`src/hw/rtl/ubbt_pkg.sv`:
```
package ubbt_pkg;

    typedef struct packed {
        logic       func;
        logic [7:0] data_byte;
    } t_in;

    typedef struct packed {
        logic tx_line;
        logic done_res;
    } t_out;

    typedef enum logic [2:0] {
        PH_IDLE = 3'b001,
        PH_DATA = 3'b010,
        PH_STOP = 3'b100
    } t_phase;

    localparam logic        FUNC_TICK       = 1'b0;
    localparam logic        FUNC_SEND       = 1'b1;
    localparam logic [3:0]  DATA_BITS       = 4'd8;
    localparam logic [15:0] TICK_MAX        = 16'hFFFF;
    localparam logic [7:0]  BIT_TICKS_RST   = 8'd20;
    localparam logic [15:0] FRAME_TICKS_RST = 16'd220;

    localparam int unsigned CFG_IDX_W = 1;
    localparam int unsigned CFG_DAT_W = 16;
    localparam logic [CFG_IDX_W-1:0] CFG_BIT_TICKS   = 1'b0;
    localparam logic [CFG_IDX_W-1:0] CFG_FRAME_TICKS = 1'b1;

endpackage

```
`src/hw/rtl/ubbt_in_stage.sv`:
```
module ubbt_in_stage (
    input  logic          i_clk,
    input  logic          i_rst_n,
    input  logic          i_valid,
    input  ubbt_pkg::t_in i_data,
    input  logic          i_take,
    output logic          o_ready,
    output logic          o_valid,
    output ubbt_pkg::t_in o_data
);

    logic          r_valid;
    ubbt_pkg::t_in r_data;
    logic          w_load;

    assign o_ready = !r_valid || i_take;
    assign w_load  = i_valid && o_ready;

    always_ff @(posedge i_clk) begin
        if (!i_rst_n) begin
            r_valid <= 1'b0;
        end else if (w_load) begin
            r_valid <= 1'b1;
        end else if (i_take) begin
            r_valid <= 1'b0;
        end
    end

    always_ff @(posedge i_clk) begin
        if (w_load) begin
            r_data <= i_data;
        end
    end

    assign o_valid = r_valid;
    assign o_data  = r_data;

endmodule

```
`src/hw/rtl/ubbt_frame.sv`:
```
module ubbt_frame (
    input  logic           i_clk,
    input  logic           i_rst_n,
    input  logic           i_fire,
    input  ubbt_pkg::t_in  i_item,
    input  logic [7:0]     i_bit_ticks,
    input  logic [15:0]    i_frame_ticks,
    output ubbt_pkg::t_out o_res
);

    logic [7:0]       r_shift, n_shift;
    logic [3:0]       r_bits,  n_bits;
    logic [15:0]      r_tick,  n_tick;
    ubbt_pkg::t_phase r_phase, n_phase;
    logic             r_line,  n_line;
    logic             r_done,  n_done;

    logic        w_busy;
    logic [4:0]  w_bits_inc;
    logic [12:0] w_bound;
    logic        w_bnd;
    logic        w_stop;

    assign w_busy     = (r_phase == ubbt_pkg::PH_DATA) || (r_phase == ubbt_pkg::PH_STOP);
    assign w_bits_inc = {1'b0, r_bits} + 5'd1;
    assign w_bound    = 13'(i_bit_ticks) * 13'(w_bits_inc);

    always_comb begin
        n_shift = r_shift;
        n_bits  = r_bits;
        n_tick  = r_tick;
        n_phase = r_phase;
        n_line  = r_line;
        n_done  = r_done;
        w_bnd   = 1'b0;
        w_stop  = 1'b0;
        case (i_item.func)
            ubbt_pkg::FUNC_SEND: begin
                if (!w_busy) begin
                    n_shift = i_item.data_byte;
                    n_bits  = '0;
                    n_tick  = '0;
                    n_done  = 1'b0;
                    n_line  = 1'b0;
                    n_phase = ubbt_pkg::PH_DATA;
                end
            end
            ubbt_pkg::FUNC_TICK: begin
                if (w_busy) begin
                    if (r_tick != ubbt_pkg::TICK_MAX) begin
                        n_tick = r_tick + 16'd1;
                    end
                    w_bnd = (r_phase == ubbt_pkg::PH_DATA) && (n_tick >= {3'b000, w_bound});
                    if (w_bnd) begin
                        if (r_bits < ubbt_pkg::DATA_BITS) begin
                            n_line  = r_shift[0];
                            n_shift = {1'b0, r_shift[7:1]};
                            n_bits  = r_bits + 4'd1;
                        end else begin
                            n_line  = 1'b1;
                            n_bits  = '0;
                            n_phase = ubbt_pkg::PH_STOP;
                        end
                    end
                    w_stop = (n_phase == ubbt_pkg::PH_STOP) && (n_tick >= i_frame_ticks);
                    if (w_stop) begin
                        n_done  = 1'b1;
                        n_phase = ubbt_pkg::PH_IDLE;
                    end
                end
            end
            default: begin
            end
        endcase
    end

    always_ff @(posedge i_clk) begin
        if (!i_rst_n) begin
            r_shift <= '0;
            r_bits  <= '0;
            r_tick  <= '0;
            r_phase <= ubbt_pkg::PH_IDLE;
            r_line  <= 1'b1;
            r_done  <= 1'b1;
        end else if (i_fire) begin
            r_shift <= n_shift;
            r_bits  <= n_bits;
            r_tick  <= n_tick;
            r_phase <= n_phase;
            r_line  <= n_line;
            r_done  <= n_done;
        end
    end

    assign o_res.tx_line  = n_line;
    assign o_res.done_res = n_done;

endmodule

```
`src/hw/rtl/uart_bit_bang_transmitter_core.sv`:
```
// An input beat is registered in the input stage, and its result in the result register.
// Throughput: one item per cycle while the output is not stalled; the frame update is
// combinational between the input register and the result register and holds one 8x5
// multiply. Reset (synchronous, active low): line high, done set, no frame in progress,
// bit_ticks = 20, frame_ticks = 220, both channels empty.
module uart_bit_bang_transmitter_core (
    input  logic                                i_clk,
    input  logic                                i_rst_n,
    input  logic                                i_in_valid,
    output logic                                o_in_ready,
    input  ubbt_pkg::t_in                       i_in_data,
    output logic                                o_out_valid,
    input  logic                                i_out_ready,
    output ubbt_pkg::t_out                      o_out_data,
    input  logic                                i_cfg_valid,
    output logic                                o_cfg_ready,
    input  logic [ubbt_pkg::CFG_IDX_W-1:0]      i_cfg_index,
    input  logic [ubbt_pkg::CFG_DAT_W-1:0]      i_cfg_data
);

    logic           w_item_valid;
    ubbt_pkg::t_in  w_item;
    logic           w_fire;
    ubbt_pkg::t_out w_res;

    logic           r_out_valid;
    ubbt_pkg::t_out r_out;
    logic [7:0]     r_bit_ticks;
    logic [15:0]    r_frame_ticks;

    assign w_fire = w_item_valid && (!r_out_valid || i_out_ready);

    ubbt_in_stage u_in (
        .i_clk   (i_clk),
        .i_rst_n (i_rst_n),
        .i_valid (i_in_valid),
        .i_data  (i_in_data),
        .i_take  (w_fire),
        .o_ready (o_in_ready),
        .o_valid (w_item_valid),
        .o_data  (w_item)
    );

    ubbt_frame u_frame (
        .i_clk         (i_clk),
        .i_rst_n       (i_rst_n),
        .i_fire        (w_fire),
        .i_item        (w_item),
        .i_bit_ticks   (r_bit_ticks),
        .i_frame_ticks (r_frame_ticks),
        .o_res         (w_res)
    );

    always_ff @(posedge i_clk) begin
        if (!i_rst_n) begin
            r_out_valid <= 1'b0;
        end else if (w_fire) begin
            r_out_valid <= 1'b1;
        end else if (i_out_ready) begin
            r_out_valid <= 1'b0;
        end
    end

    always_ff @(posedge i_clk) begin
        if (w_fire) begin
            r_out <= w_res;
        end
    end

    assign o_cfg_ready = 1'b1;

    always_ff @(posedge i_clk) begin
        if (!i_rst_n) begin
            r_bit_ticks   <= ubbt_pkg::BIT_TICKS_RST;
            r_frame_ticks <= ubbt_pkg::FRAME_TICKS_RST;
        end else if (i_cfg_valid) begin
            case (i_cfg_index)
                ubbt_pkg::CFG_BIT_TICKS:   r_bit_ticks   <= i_cfg_data[7:0];
                ubbt_pkg::CFG_FRAME_TICKS: r_frame_ticks <= i_cfg_data;
                default: begin
                end
            endcase
        end
    end

    assign o_out_valid = r_out_valid;
    assign o_out_data  = r_out;

endmodule

```
`config.mk`:
```
export PLATFORM = sky130hd
export DESIGN_NAME = uart_bit_bang_transmitter_core
export DESIGN_NICKNAME = d
export VERILOG_FILES = /design/src/hw/rtl/ubbt_pkg.sv /design/src/hw/rtl/ubbt_in_stage.sv /design/src/hw/rtl/ubbt_frame.sv /design/src/hw/rtl/uart_bit_bang_transmitter_core.sv
export SDC_FILE = /design/constraint.sdc
export NUM_CORES = 1
export LEC_CHECK = 0
export ABC_AREA = 1
export BUFFER_PORTS_ARGS = -buffer_cell sky130_fd_sc_hd__buf_4
export CORE_ASPECT_RATIO = 1.75
export CORE_MARGIN = 10
export CORE_UTILIZATION = 40
export DETAILED_ROUTE_END_ITERATION = 7
export PLACE_DENSITY_LB_ADDON = 0.05
export SLEW_MARGIN = 20
export SYNTH_ARGS = -nofsm -noshare
export SYNTH_HDL_FRONTEND = slang
export SYNTH_SLANG_ARGS = --single-unit
```
`constraint.sdc`:
```
create_clock -name i_clk -period 5.65 [get_ports i_clk]
set_input_delay 0.2825 -clock i_clk [delete_from_list [all_inputs] [get_ports i_clk]]
set_output_delay 0.2825 -clock i_clk [all_outputs]
set_load 0.02 [all_outputs]
```
== Word-level counts from Yosys, hierarchy flattened ==
Cells that the tools add are included.
Storage, ports and cells
  flip-flop bits (word level): 70
  input bits: 31
Operators by class
  equality and inequality tests: 8
  reduce and logical (&&, ||, !) cells: 16
  bitwise operators: 2
  multiply operators: 1
  $lt $le $gt $ge: 3
  $add $sub $neg: 3
  mux-type cells: 37
Operator list (number)
  $mux W16: 5
  $mux W8: 4
  $pmux W16 S2: 1
  $mux W3: 7
  $add A16 B1 Y16 const B: 1
  $ge A16 B13 Y1: 1
  $ge A16 B16 Y1: 1
  $mux W4: 4
  $ne A16 B16 Y1 const B: 1
  $pmux W8 S2: 1
  $mul A8 B5 Y13: 1
  $mux W1: 11
  $pmux W4 S2: 1
  $eq A3 B3 Y1 const B: 2
  $ne A2 B1 Y1 const B: 3
  $pmux W3 S2: 1
  $add A4 B1 Y5 const B: 1
  $reduce_and A5 Y1: 1
  $add A4 B1 Y4 const B: 1
  $logic_and A1 B1 Y1: 4
  $lt A4 B4 Y1 const B: 1
  $pmux W1 S2: 2
  $reduce_and A2 Y1: 2
  $reduce_and A4 Y1: 1
  7 further kinds: 12

== Depth between registers and ports, before layout ==
Gate-level depths: netlist of run 1.
  depth after elaboration: 14
  depth in mapped cells: 34

== By module ==
Synthesis of run 1 repeated with hierarchy kept, for this count alone.
Unflattened totals
  cells, all modules: 707
  area total of the unflattened synthesis: 5170.0 um2
By module, submodules not included
  ubbt_frame: seq. area each 660.6 um2, instances 1, area each 3814.9 um2, cells each 562
  uart_bit_bang_transmitter_core: seq. area each 560.5 um2, instances 1, area each 1033.5 um2, cells each 129
  ubbt_in_stage: seq. area each 290.3 um2, instances 1, area each 321.6 um2, cells each 16

== Least setup slack after synthesis of run 1 ==
No wires, ideal clock.
  kind: register -> register
  from: register u_frame.r_bits[0]
  to: register u_frame.r_bits[3]
  stages on the path, launching flop included: 33
  arrival time: 5.159 ns
  slack: 0.361 ns
  period minus slack after synthesis: 5.289 ns
  required time: 5.520 ns
  path buffers: 0
  library setup time: 0.130 ns
  cell sequence: dfxtp_1 > inv_1 > nor2_1 > ha_1 > inv_1 > nand2_1 > fa_1 > fa_1 > fa_1 > inv_1 > ha_1 > a21o_1 > nand3_1 > o211a_1 > nor2_1 > o21ai_0 > nand2_1 > nand2_1 > nand2_1 > a21oi_1 > xor2_1 > ha_1 > inv_1 > o31ai_1 > nand3_1 > nand2_1 > inv_1 > nand2_2 > nand2_2 > nand2_4 > nand2_1 > a21oi_1 > nor3_2
Between the ends
  longest elaborated chain between the ends: 6
  elaborated cells on any way between the ends: 12
RTL lines
  from (decl): RTL line ubbt_frame.sv:12  | logic [3:0] r_bits, n_bits;
  from (signal assigned): RTL line ubbt_frame.sv:87  | r_bits <= n_bits;
  $add A4 B1 Y5: RTL line ubbt_frame.sv:25  | assign w_bits_inc = {1'b0, r_bits} + 5'd1;
  $mul A8 B5 Y13: RTL line ubbt_frame.sv:26  | assign w_bound = 13'(i_bit_ticks) * 13'(w_bits_inc);
  $ge A16 B13 Y1: RTL line ubbt_frame.sv:53  | w_bnd = (r_phase == ubbt_pkg::PH_DATA) && (n_tick >= {3'b000, w_bound});
  $logic_and A1 B1 Y1: RTL line ubbt_frame.sv:53
  $ne A2 B1 Y1 (no line)
  $reduce_and A4 Y1 (no line)
Parallel ways exist; a longest one is shown, timed or not. The select of a mux whose other input is x is not followed.
A chain may end at the register's enable or synchronous reset.

== Final worst setup path of run 1 ==
  from: register u_frame.r_bits[0]
  to: register u_frame.r_shift[2]
Between the ends
  longest elaborated chain between the ends: 6
  elaborated cells on any way between the ends: 8
RTL lines
  $add A4 B1 Y5: RTL line ubbt_frame.sv:25
  $mul A8 B5 Y13: RTL line ubbt_frame.sv:26
  $ge A16 B13 Y1: RTL line ubbt_frame.sv:53
  $logic_and A1 B1 Y1: RTL line ubbt_frame.sv:53
  $ne A2 B1 Y1 (no line)
  $reduce_and A5 Y1 (no line) *
  to (signal assigned): RTL line ubbt_frame.sv:86  | r_shift <= n_shift;
  to (decl): RTL line ubbt_frame.sv:11  | logic [7:0] r_shift, n_shift;
Every way passes the cells marked *; elsewhere a longest branch is shown, timed or not.

==> results of run 1 <==
-- cells in the mapped netlist (all sizes together), types with 2 or more instances --
| library cell | n | area, µm² |
|---|---|---|
| xnor2 | 7 | 61.3 |
| clkbuf | 13 | 48.8 |
| edfxtp | 11 | 330 |
| nand4 | 10 | 68.8 |
| dfxtp | 59 | 1180 |
| ha | 55 | 688 |
| clkinv | 2 | 7.51 |
| a21oi | 78 | 390 |
| nand3 | 32 | 185 |
| o21ai | 27 | 139 |
| buf | 4 | 30.0 |
| inv | 100 | 375 |
| nand2 | 169 | 664 |
| o31ai | 2 | 15.0 |
| nor3 | 11 | 65.1 |
| fa | 18 | 360 |
| xor2 | 13 | 114 |
| o211ai | 7 | 52.6 |
| nor2 | 52 | 220 |
-- routing by layer --
| layer | vias up | track usage, % | wire length, µm |
|---|---|---|---|
| li1 | 2283 | - | - |
| met5 | - | 0 | 0 |
| met4 | 0 | 7.55 | 473 |
| met3 | 27 | 3.04 | 353 |
| met2 | 68 | 29.6 | 7490 |
| met1 | 2108 | 15.7 | 5140 |
-- final timing paths --
check / slack (ns) / cells past startpoint / start / to
setup / recovery: 0.30 / 32 / u_frame.r_bits[0]$_SDFFE_PN0P_ / u_frame.r_shift[2]$_SDFFE_PN0P_
hold / removal: 0.11 / 1 / i_in_data[0] / u_in.o_data[0]$_DFFE_PP_
setup reg to reg: 0.30 / 32 / u_frame.r_bits[0]$_SDFFE_PN0P_ / u_frame.r_shift[2]$_SDFFE_PN0P_
hold reg to reg: 0.46 / 2 / r_frame_ticks[14]$_SDFFE_PN0P_ / r_frame_ticks[14]$_SDFFE_PN0P_
-- power by group through the flow --
| stage | combinational, W | sequential, W | clock, W |
|---|---|---|---|
| 3_3_place_gp | 0.000148 | 0.000550 | 0 |
| 5_1_grt | 0.000183 | 0.000541 | 0.000587 |
| 4_1_cts | 0.000152 | 0.000539 | 0.000567 |
| 2_1_floorplan | 0.0000980 | 0.000548 | 0 |
| 6_report | 0.000162 | 0.000538 | 0.000547 |
| 3_5_place_dp | 0.000152 | 0.000550 | 0 |
-- flip-flops by register name, indices dropped and copies added (netlist names) --
signal           flops
u_frame.r_done       1
u_frame.r_tick      16
u_frame.r_phase      3
r_bit_ticks          8
u_in.o_valid         1
u_frame.r_shift      8
r_frame_ticks       16
u_in.o_data          9
o_out_data           2
u_frame.r_line       1
o_out_valid          1
u_frame.r_bits       4
-- kinds of logic (layout without fill, tap and decap cells) --
family,after synthesis,in the layout
AND/OR/NAND/NOR,275,275
buffers and inverters,119,166
other,1,1
flip-flops,70,70
adder cells (fa/ha/maj),73,73
XOR/XNOR,20,20
AO/OA/AOI/OAI,121,121
-- stage by stage --
step / setup WS, ns / cells / hold slack (ns) / setup TNS [ns] / total power, W
floorplan: 0.361 / 679 / 0.381 / 0 / 0.000646
global placement: 0.0742 / 873 / 0.448 / 0 / 0.000698
detailed placement: 0.00779 / 873 / 0.458 / 0 / 0.000702
CTS: 0.0118 / 889 / 0.101 / 0 / 0.00126
global route: -0.0205 / 894 / 0.100 / -0.0562 / 0.00131
finish: 0.303 / 894 / 0.113 / 0 / 0.00125
-- layout make-up --
| type | instances | area [µm²] | area share, % |
|---|---|---|---|
| multi-input combinational | 490 | 3230 | 54.0 |
| clock buffer | 9 | 225 | 3.76 |
| timing repair buffer | 48 | 364 | 6.08 |
| tap | 168 | 210 | 3.51 |
| clock inverter | 7 | 55.1 | 0.919 |
| inverter | 102 | 383 | 6.39 |
| sequential | 70 | 1520 | 25.4 |
-- what timing repair did --
item | in CTS | in global routing
gates resized for setup | 1 | 39
pin swaps | 1 | 9
buffers inserted | 0 | 5
setup endpoints to repair | 3 | 19
==> flow_summary.rst, run 1 <==
.. list-table::
   :header-rows: 1

   * - Metric
     - Value
   * - Portion of the post-synthesis area used by sequential elements
     - 29.8%
   * - Adder-cell share of the synthesized area
     - 20.7%
   * - Share of flip-flops with an asynchronous set or reset
     - 0%
   * - Maximum number of pins on one net before global-route repair
     - 36
   * - Worst-path maximum fanout
     - 7
   * - TritonCTS clock tree
     - yes
   * - Count of state elements after synthesis
     - 70
   * - Cell internal power dissipation
     - 0.000892 W
   * - IR drop worst, VDD
     - 0.000170 V
   * - H-tree depth
     - 3
   * - Std-Cell Core Area
     - 12400 µm²
   * - Element type at the critical path end
     - flip-flop
   * - Cell repeated most along the worst path
     - sky130_fd_sc_hd__nand2_1
   * - Clock latency on the worst-skew pair
     - 0.34 ns
   * - Clk network pwr share
     - 43.9%
   * - Leakage
     - ~2.8 nW
   * - First-pass DRT Iterations
     - 4
   * - Floorplan row count
     - 54
   * - Largest buffer count on any clock path
     - 2
   * - Total power divided by cell area
     - 208 nW/µm²
   * - Placed standard-cell area
     - 5520 µm²
   * - Via count of the first global-routing pass
     - 4604
   * - Ys flop type
     - sky130_fd_sc_hd__dfxtp_1
   * - Compound-cell area share of the yosys netlist
     - about an eighth
   * - Cell type group with the largest total delay on the critical path
     - adder cells
   * - Switching Share
     - 28.4%
   * - Gate count after technology mapping
     - 679
   * - Headroom to the max-slew limit
     - 46.9%
   * - Hold violation total from the final report
     - 0
   * - Number of clock buffers inserted by TritonCTS
     - 9
   * - Slowest stage cell on the critical path
     - sky130_fd_sc_hd__fa_1
   * - DRC violations left
     - 0
   * - Initial standard-cell utilization of the core
     - between 40% and 50%
   * - DR WL/cell
     - 15.1 µm
   * - Post-layout instance area
     - between 5000 and 6000 µm²
   * - Sequential fraction of design power
     - a little over two fifths
   * - Congestion Overflow GR
     - 0
   * - Pin slew with the least headroom to its limit
     - 0.794 ns
   * - Crit path arrival time
     - 5.61 ns
   * - Die area
     - roughly 18000 µm²
   * - Post-synthesis mux area share
     - 0%
   * - Main combinational cell family by area after synthesis
     - simple AND/OR/NAND/NOR gates
   * - Count of warnings emitted by yosys
     - 0
   * - Nets
     - 825
   * - Simple-Gate Fraction of Synth Area
     - 23.9%
   * - Average instance area after synthesis
     - 7.46 µm²
   * - Number of nets with antenna violations after routing
     - 0
   * - First-pass GRT wire length
     - 22100 µm
   * - DRC violation total after the first TritonRoute iteration
     - approximately 150
   * - Minimum clock period
     - 5.35 ns
   * - Routed wire length
     - approximately 13000 µm
   * - Global Route Usage Sum
     - approximately 16%
   * - Relative area change from synthesis to final layout
     - 18.3%
   * - Ant diodes
     - 0
   * - Number of sinks on the clock net
     - 70
   * - Commonest non-fill, non-tap cell in the layout
     - sky130_fd_sc_hd__nand2_1
   * - Fraction of final layout cells with drive strength greater than 1
     - about 16%
   * - Upper clock frequency limit
     - 187 MHz
   * - Clock Skews
     - ~0.011 ns
   * - CTS clk-pin slew, worst paths
     - 0.06 ns
   * - Syn nets
     - 783
   * - Type of the most critical hold path
     - in -> reg
   * - Detail-routed via count per cell
     - 5.02
   * - Fraction of the cycle the final worst path needs
     - 94.6%
   * - Psw
     - 0.000355 W
   * - GPL Wtd Cong
     - 0.841
   * - Layout fillers
     - between 1000 and 1500
   * - Count of port buffers added during placement
     - 34
   * - Horizontal extent of the die
     - 105 µm
   * - DPL Wire Length
     - 10700 µm
   * - Initial antenna violation count
     - 0
   * - Count of pins over their slew limit
     - 0
   * - XOR/XNOR Fraction of Synth Area
     - 3.46%
   * - Final setup violation count
     - 0
   * - IO Count
     - 36
   * - Kind of critical path
     - reg -> reg
   * - Logic gate share of total power
     - a little over an eighth
   * - Longest individual stage delay on the worst path
     - 0.55 ns
   * - Data required time of the worst path
     - 5.92 ns
   * - Distinct cells, synth
     - 40
   * - Detailed-route via count
     - about 4500
   * - Vertical die dimension
     - 169 µm
   * - Commonest non-fill, non-tap cells in the layout
     - 159 x sky130_fd_sc_hd__nand2_1, 95 x sky130_fd_sc_hd__inv_1, 72 x sky130_fd_sc_hd__a21oi_1
   * - Number of max-cap violations
     - 0
   * - Number of buffers inserted by hold repair at cts
     - 0
   * - Root cell of the clock tree
     - sky130_fd_sc_hd__clkbuf_16
   * - Mapped cell area
     - 5060 µm²
   * - Status
     - finished clean
   * - Number of synthesized flops with an enable pin
     - 11
   * - Buffer and inverter count on the worst path
     - 7
   * - Startpoint type of the worst setup path
     - flip-flop
   * - Final core utilization
     - 48.2%
(Power assumes the default switching activity.)
==> run 2, diff against run 1 <==
CELL_PAD_IN_SITES_DETAIL_PLACEMENT = 0   (was not set)
CELL_PAD_IN_SITES_GLOBAL_PLACEMENT = 1   (was not set)
==> flow_summary.rst, run 2 (synthesis gave the netlist of run 1 again) <==
.. list-table::
   :header-rows: 1

   * - Metric
     - Value
   * - Status
     - finished clean (unchanged)
   * - Place WS
     - 0.0283 ns (was 0.00779 ns)
   * - First-pass DRT Iterations
     - 4 (unchanged)
   * - Ant diodes
     - 0 (unchanged)
   * - Clock Skews
     - 0.00787 ns (was 0.0114 ns)
   * - Post-Place Cells
     - 874 (was 873)
   * - Post-layout instance count excluding filler cells
     - 899 (was 894)
   * - DPL Wire Length
     - 10800 µm (was 10700 µm)
   * - Final worst hold slack
     - 0.118 ns (was 0.113 ns)
   * - Number of max-cap violations
     - 0 (unchanged)
   * - Relative area change from synthesis to final layout
     - 20.1% (was 18.3%)
   * - Number of nets with antenna violations after routing
     - 0 (unchanged)
   * - Via count of the first global-routing pass
     - 4574 (was 4604)
   * - IO Count
     - 36 (unchanged)
   * - Total power divided by cell area
     - 207 nW/µm² (was 208 nW/µm²)
   * - Hold violation total from the final report
     - 0 (unchanged)
   * - Leakage
     - 2.88 nW (was 2.82 nW)
   * - Number of sinks on the clock net
     - 70 (unchanged)
   * - Vertical die dimension
     - 169 µm (unchanged)
   * - Slowest stage cell on the critical path
     - sky130_fd_sc_hd__fa_1 (unchanged)
   * - DR WL/cell
     - 15.3 µm (was 15.1 µm)
   * - Floorplan row count
     - 54 (unchanged)
   * - CTS clk-pin slew, worst paths
     - 0.07 ns (was 0.06 ns)
   * - Nets
     - 830 (was 825)
   * - Root cell of the clock tree
     - sky130_fd_sc_hd__clkbuf_16 (unchanged)
   * - Pin slew with the least headroom to its limit
     - 0.925 ns (was 0.794 ns)
   * - DRC violation total after the first TritonRoute iteration
     - 129 (was 152)
   * - Element type at the critical path end
     - flip-flop (unchanged)
   * - Largest buffer count on any clock path
     - 2 (unchanged)
   * - Layout fillers
     - 1295 (was 1327)
   * - Detailed-route via count
     - 4514 (was 4486)
   * - Worst-path maximum fanout
     - 6 (was 7)
   * - Setup tns final
     - 0 ns (unchanged)
   * - IR drop worst, VDD
     - 0.000138 V (was 0.000170 V)
   * - Clock latency on the worst-skew pair
     - 0.34 ns (about the same)
   * - Final setup violation count
     - 0 (unchanged)
   * - Cell repeated most along the worst path
     - sky130_fd_sc_hd__nand2_1 (unchanged)
   * - Horizontal extent of the die
     - 105 µm (unchanged)
   * - H-tree depth
     - 3 (unchanged)
   * - Initial standard-cell utilization of the core
     - 40.7% (unchanged)
   * - Count of port buffers added during placement
     - 34 (unchanged)
   * - Std-Cell Core Area
     - 12400 µm² (unchanged)
   * - TritonCTS clock tree
     - yes (unchanged)
   * - Congestion Overflow GR
     - 0 (unchanged)
   * - Initial antenna violation count
     - 0 (unchanged)
   * - Number of clock buffers inserted by TritonCTS
     - 9 (unchanged)
   * - Fraction of final layout cells with drive strength greater than 1
     - 18.1% (was 16.3%)
   * - Global Route Usage Sum
     - 15.9% (was 15.6%)
   * - Commonest non-fill, non-tap cells in the layout
     - 158 x sky130_fd_sc_hd__nand2_1, 92 x sky130_fd_sc_hd__inv_1, 68 x sky130_fd_sc_hd__a21oi_1 (was 159 x sky130_fd_sc_hd__nand2_1, 95 x sky130_fd_sc_hd__inv_1, 72 x sky130_fd_sc_hd__a21oi_1)
   * - Longest individual stage delay on the worst path
     - 0.53 ns (was 0.55 ns)
   * - Upper clock frequency limit
     - 187 MHz (about the same)
   * - Die area
     - 17700 µm² (unchanged)
   * - Maximum number of pins on one net before global-route repair
     - 36 (unchanged)
   * - GPL Wtd Cong
     - 0.863 (was 0.841)
   * - Minimum clock period
     - 5.35 ns (about the same)
   * - Type of the most critical hold path
     - in -> reg (unchanged)
   * - Startpoint type of the worst setup path
     - flip-flop (unchanged)
   * - First-pass GRT wire length
     - 22400 µm (was 22100 µm)
   * - Detail-routed via count per cell
     - 5.02 (about the same)
   * - Fraction of the cycle the final worst path needs
     - 94.7% (was 94.6%)
   * - Commonest non-fill, non-tap cell in the layout
     - sky130_fd_sc_hd__nand2_1 (unchanged)
   * - Total power after layout
     - 0.00126 W (was 0.00125 W)
   * - Headroom to the max-slew limit
     - 37.9% (was 46.9%)
   * - Worst setup slack after layout
     - 0.302 ns (was 0.303 ns)
   * - R2R setup slack
     - 0.30 ns (about the same)
   * - Data required time of the worst path
     - 5.89 ns (was 5.92 ns)
   * - Kind of critical path
     - reg -> reg (unchanged)
   * - DRC violations left
     - 0 (unchanged)
   * - Routed wire length
     - 13800 µm (was 13500 µm)
   * - Count of pins over their slew limit
     - 0 (unchanged)
   * - Crit path arrival time
     - 5.59 ns (was 5.61 ns)
## run 2: where the power goes
part,total (W),internal (W),switching (W)
clock network,0.000548,0.000304,0.000244
registers,0.000539,0.000527,0.0000123
logic,0.000169,0.0000679,0.000101
## run 2: through the flow
| stage | util, % | area (µm²) |
|---|---|---|
| CTS | 46.7 | 5810 |
| global route | 48.9 | 6080 |
| finish | 48.9 | 6080 |
| detailed placement | 44.4 | 5530 |
| global placement | 44.4 | 5530 |
| floorplan | - | 5060 |
## run 2: cell type report
type | instances | area [µm²] | area share, %
multi-input combinational | 491 | 3300 | 54.2
sequential | 70 | 1520 | 25.0
timing repair buffer | 52 | 390 | 6.42
inverter | 102 | 383 | 6.30
clock buffer | 9 | 225 | 3.70
tap | 168 | 210 | 3.46
clock inverter | 7 | 55.1 | 0.905
## run 2: final timing paths
kind / from / end / cells after the start
worst max register to register: u_frame.r_bits[1]$_SDFFE_PN0P_ / u_frame.r_bits[0]$_SDFFE_PN0P_ / 32
worst max-delay path: u_frame.r_bits[1]$_SDFFE_PN0P_ / u_frame.r_bits[0]$_SDFFE_PN0P_ / 32
worst min-delay path: i_in_data[4] / u_in.o_data[4]$_DFFE_PP_ / 1
worst min register to register: u_frame.r_shift[3]$_SDFFE_PN0P_ / u_frame.r_shift[3]$_SDFFE_PN0P_ / 2
## run 2: what timing repair did
action / CTS / global route
setup endpoints to repair: 1 / 19
cloned: 0 / 1
resized for setup: 1 / 50
buffers inserted: 0 / 8
hold buffers: 0 / 0
pin swaps: 0 / 30
## run 2: per-layer routing
| layer | wire length (µm) | vias up | GRT usage (%) |
|---|---|---|---|
| met3 | 314 | 33 | 2.36 |
| met2 | 7660 | 77 | 29.8 |
| met5 | 0 | - | 0 |
| met1 | 5260 | 2104 | 16.3 |
| met4 | 555 | 0 | 8.75 |
| li1 | - | 2300 | - |
## run 2: worst max-delay path: cells and delay by family (launching register included)
kind	cells	cell delay, ns
AND/OR/NAND/NOR	14	1.33
adder cells (fa/ha/maj)	6	2.32
buffers and inverters	6	0.45
flip-flops	1	0.38
AO/OA/AOI/OAI	5	0.63
XOR/XNOR	1	0.14
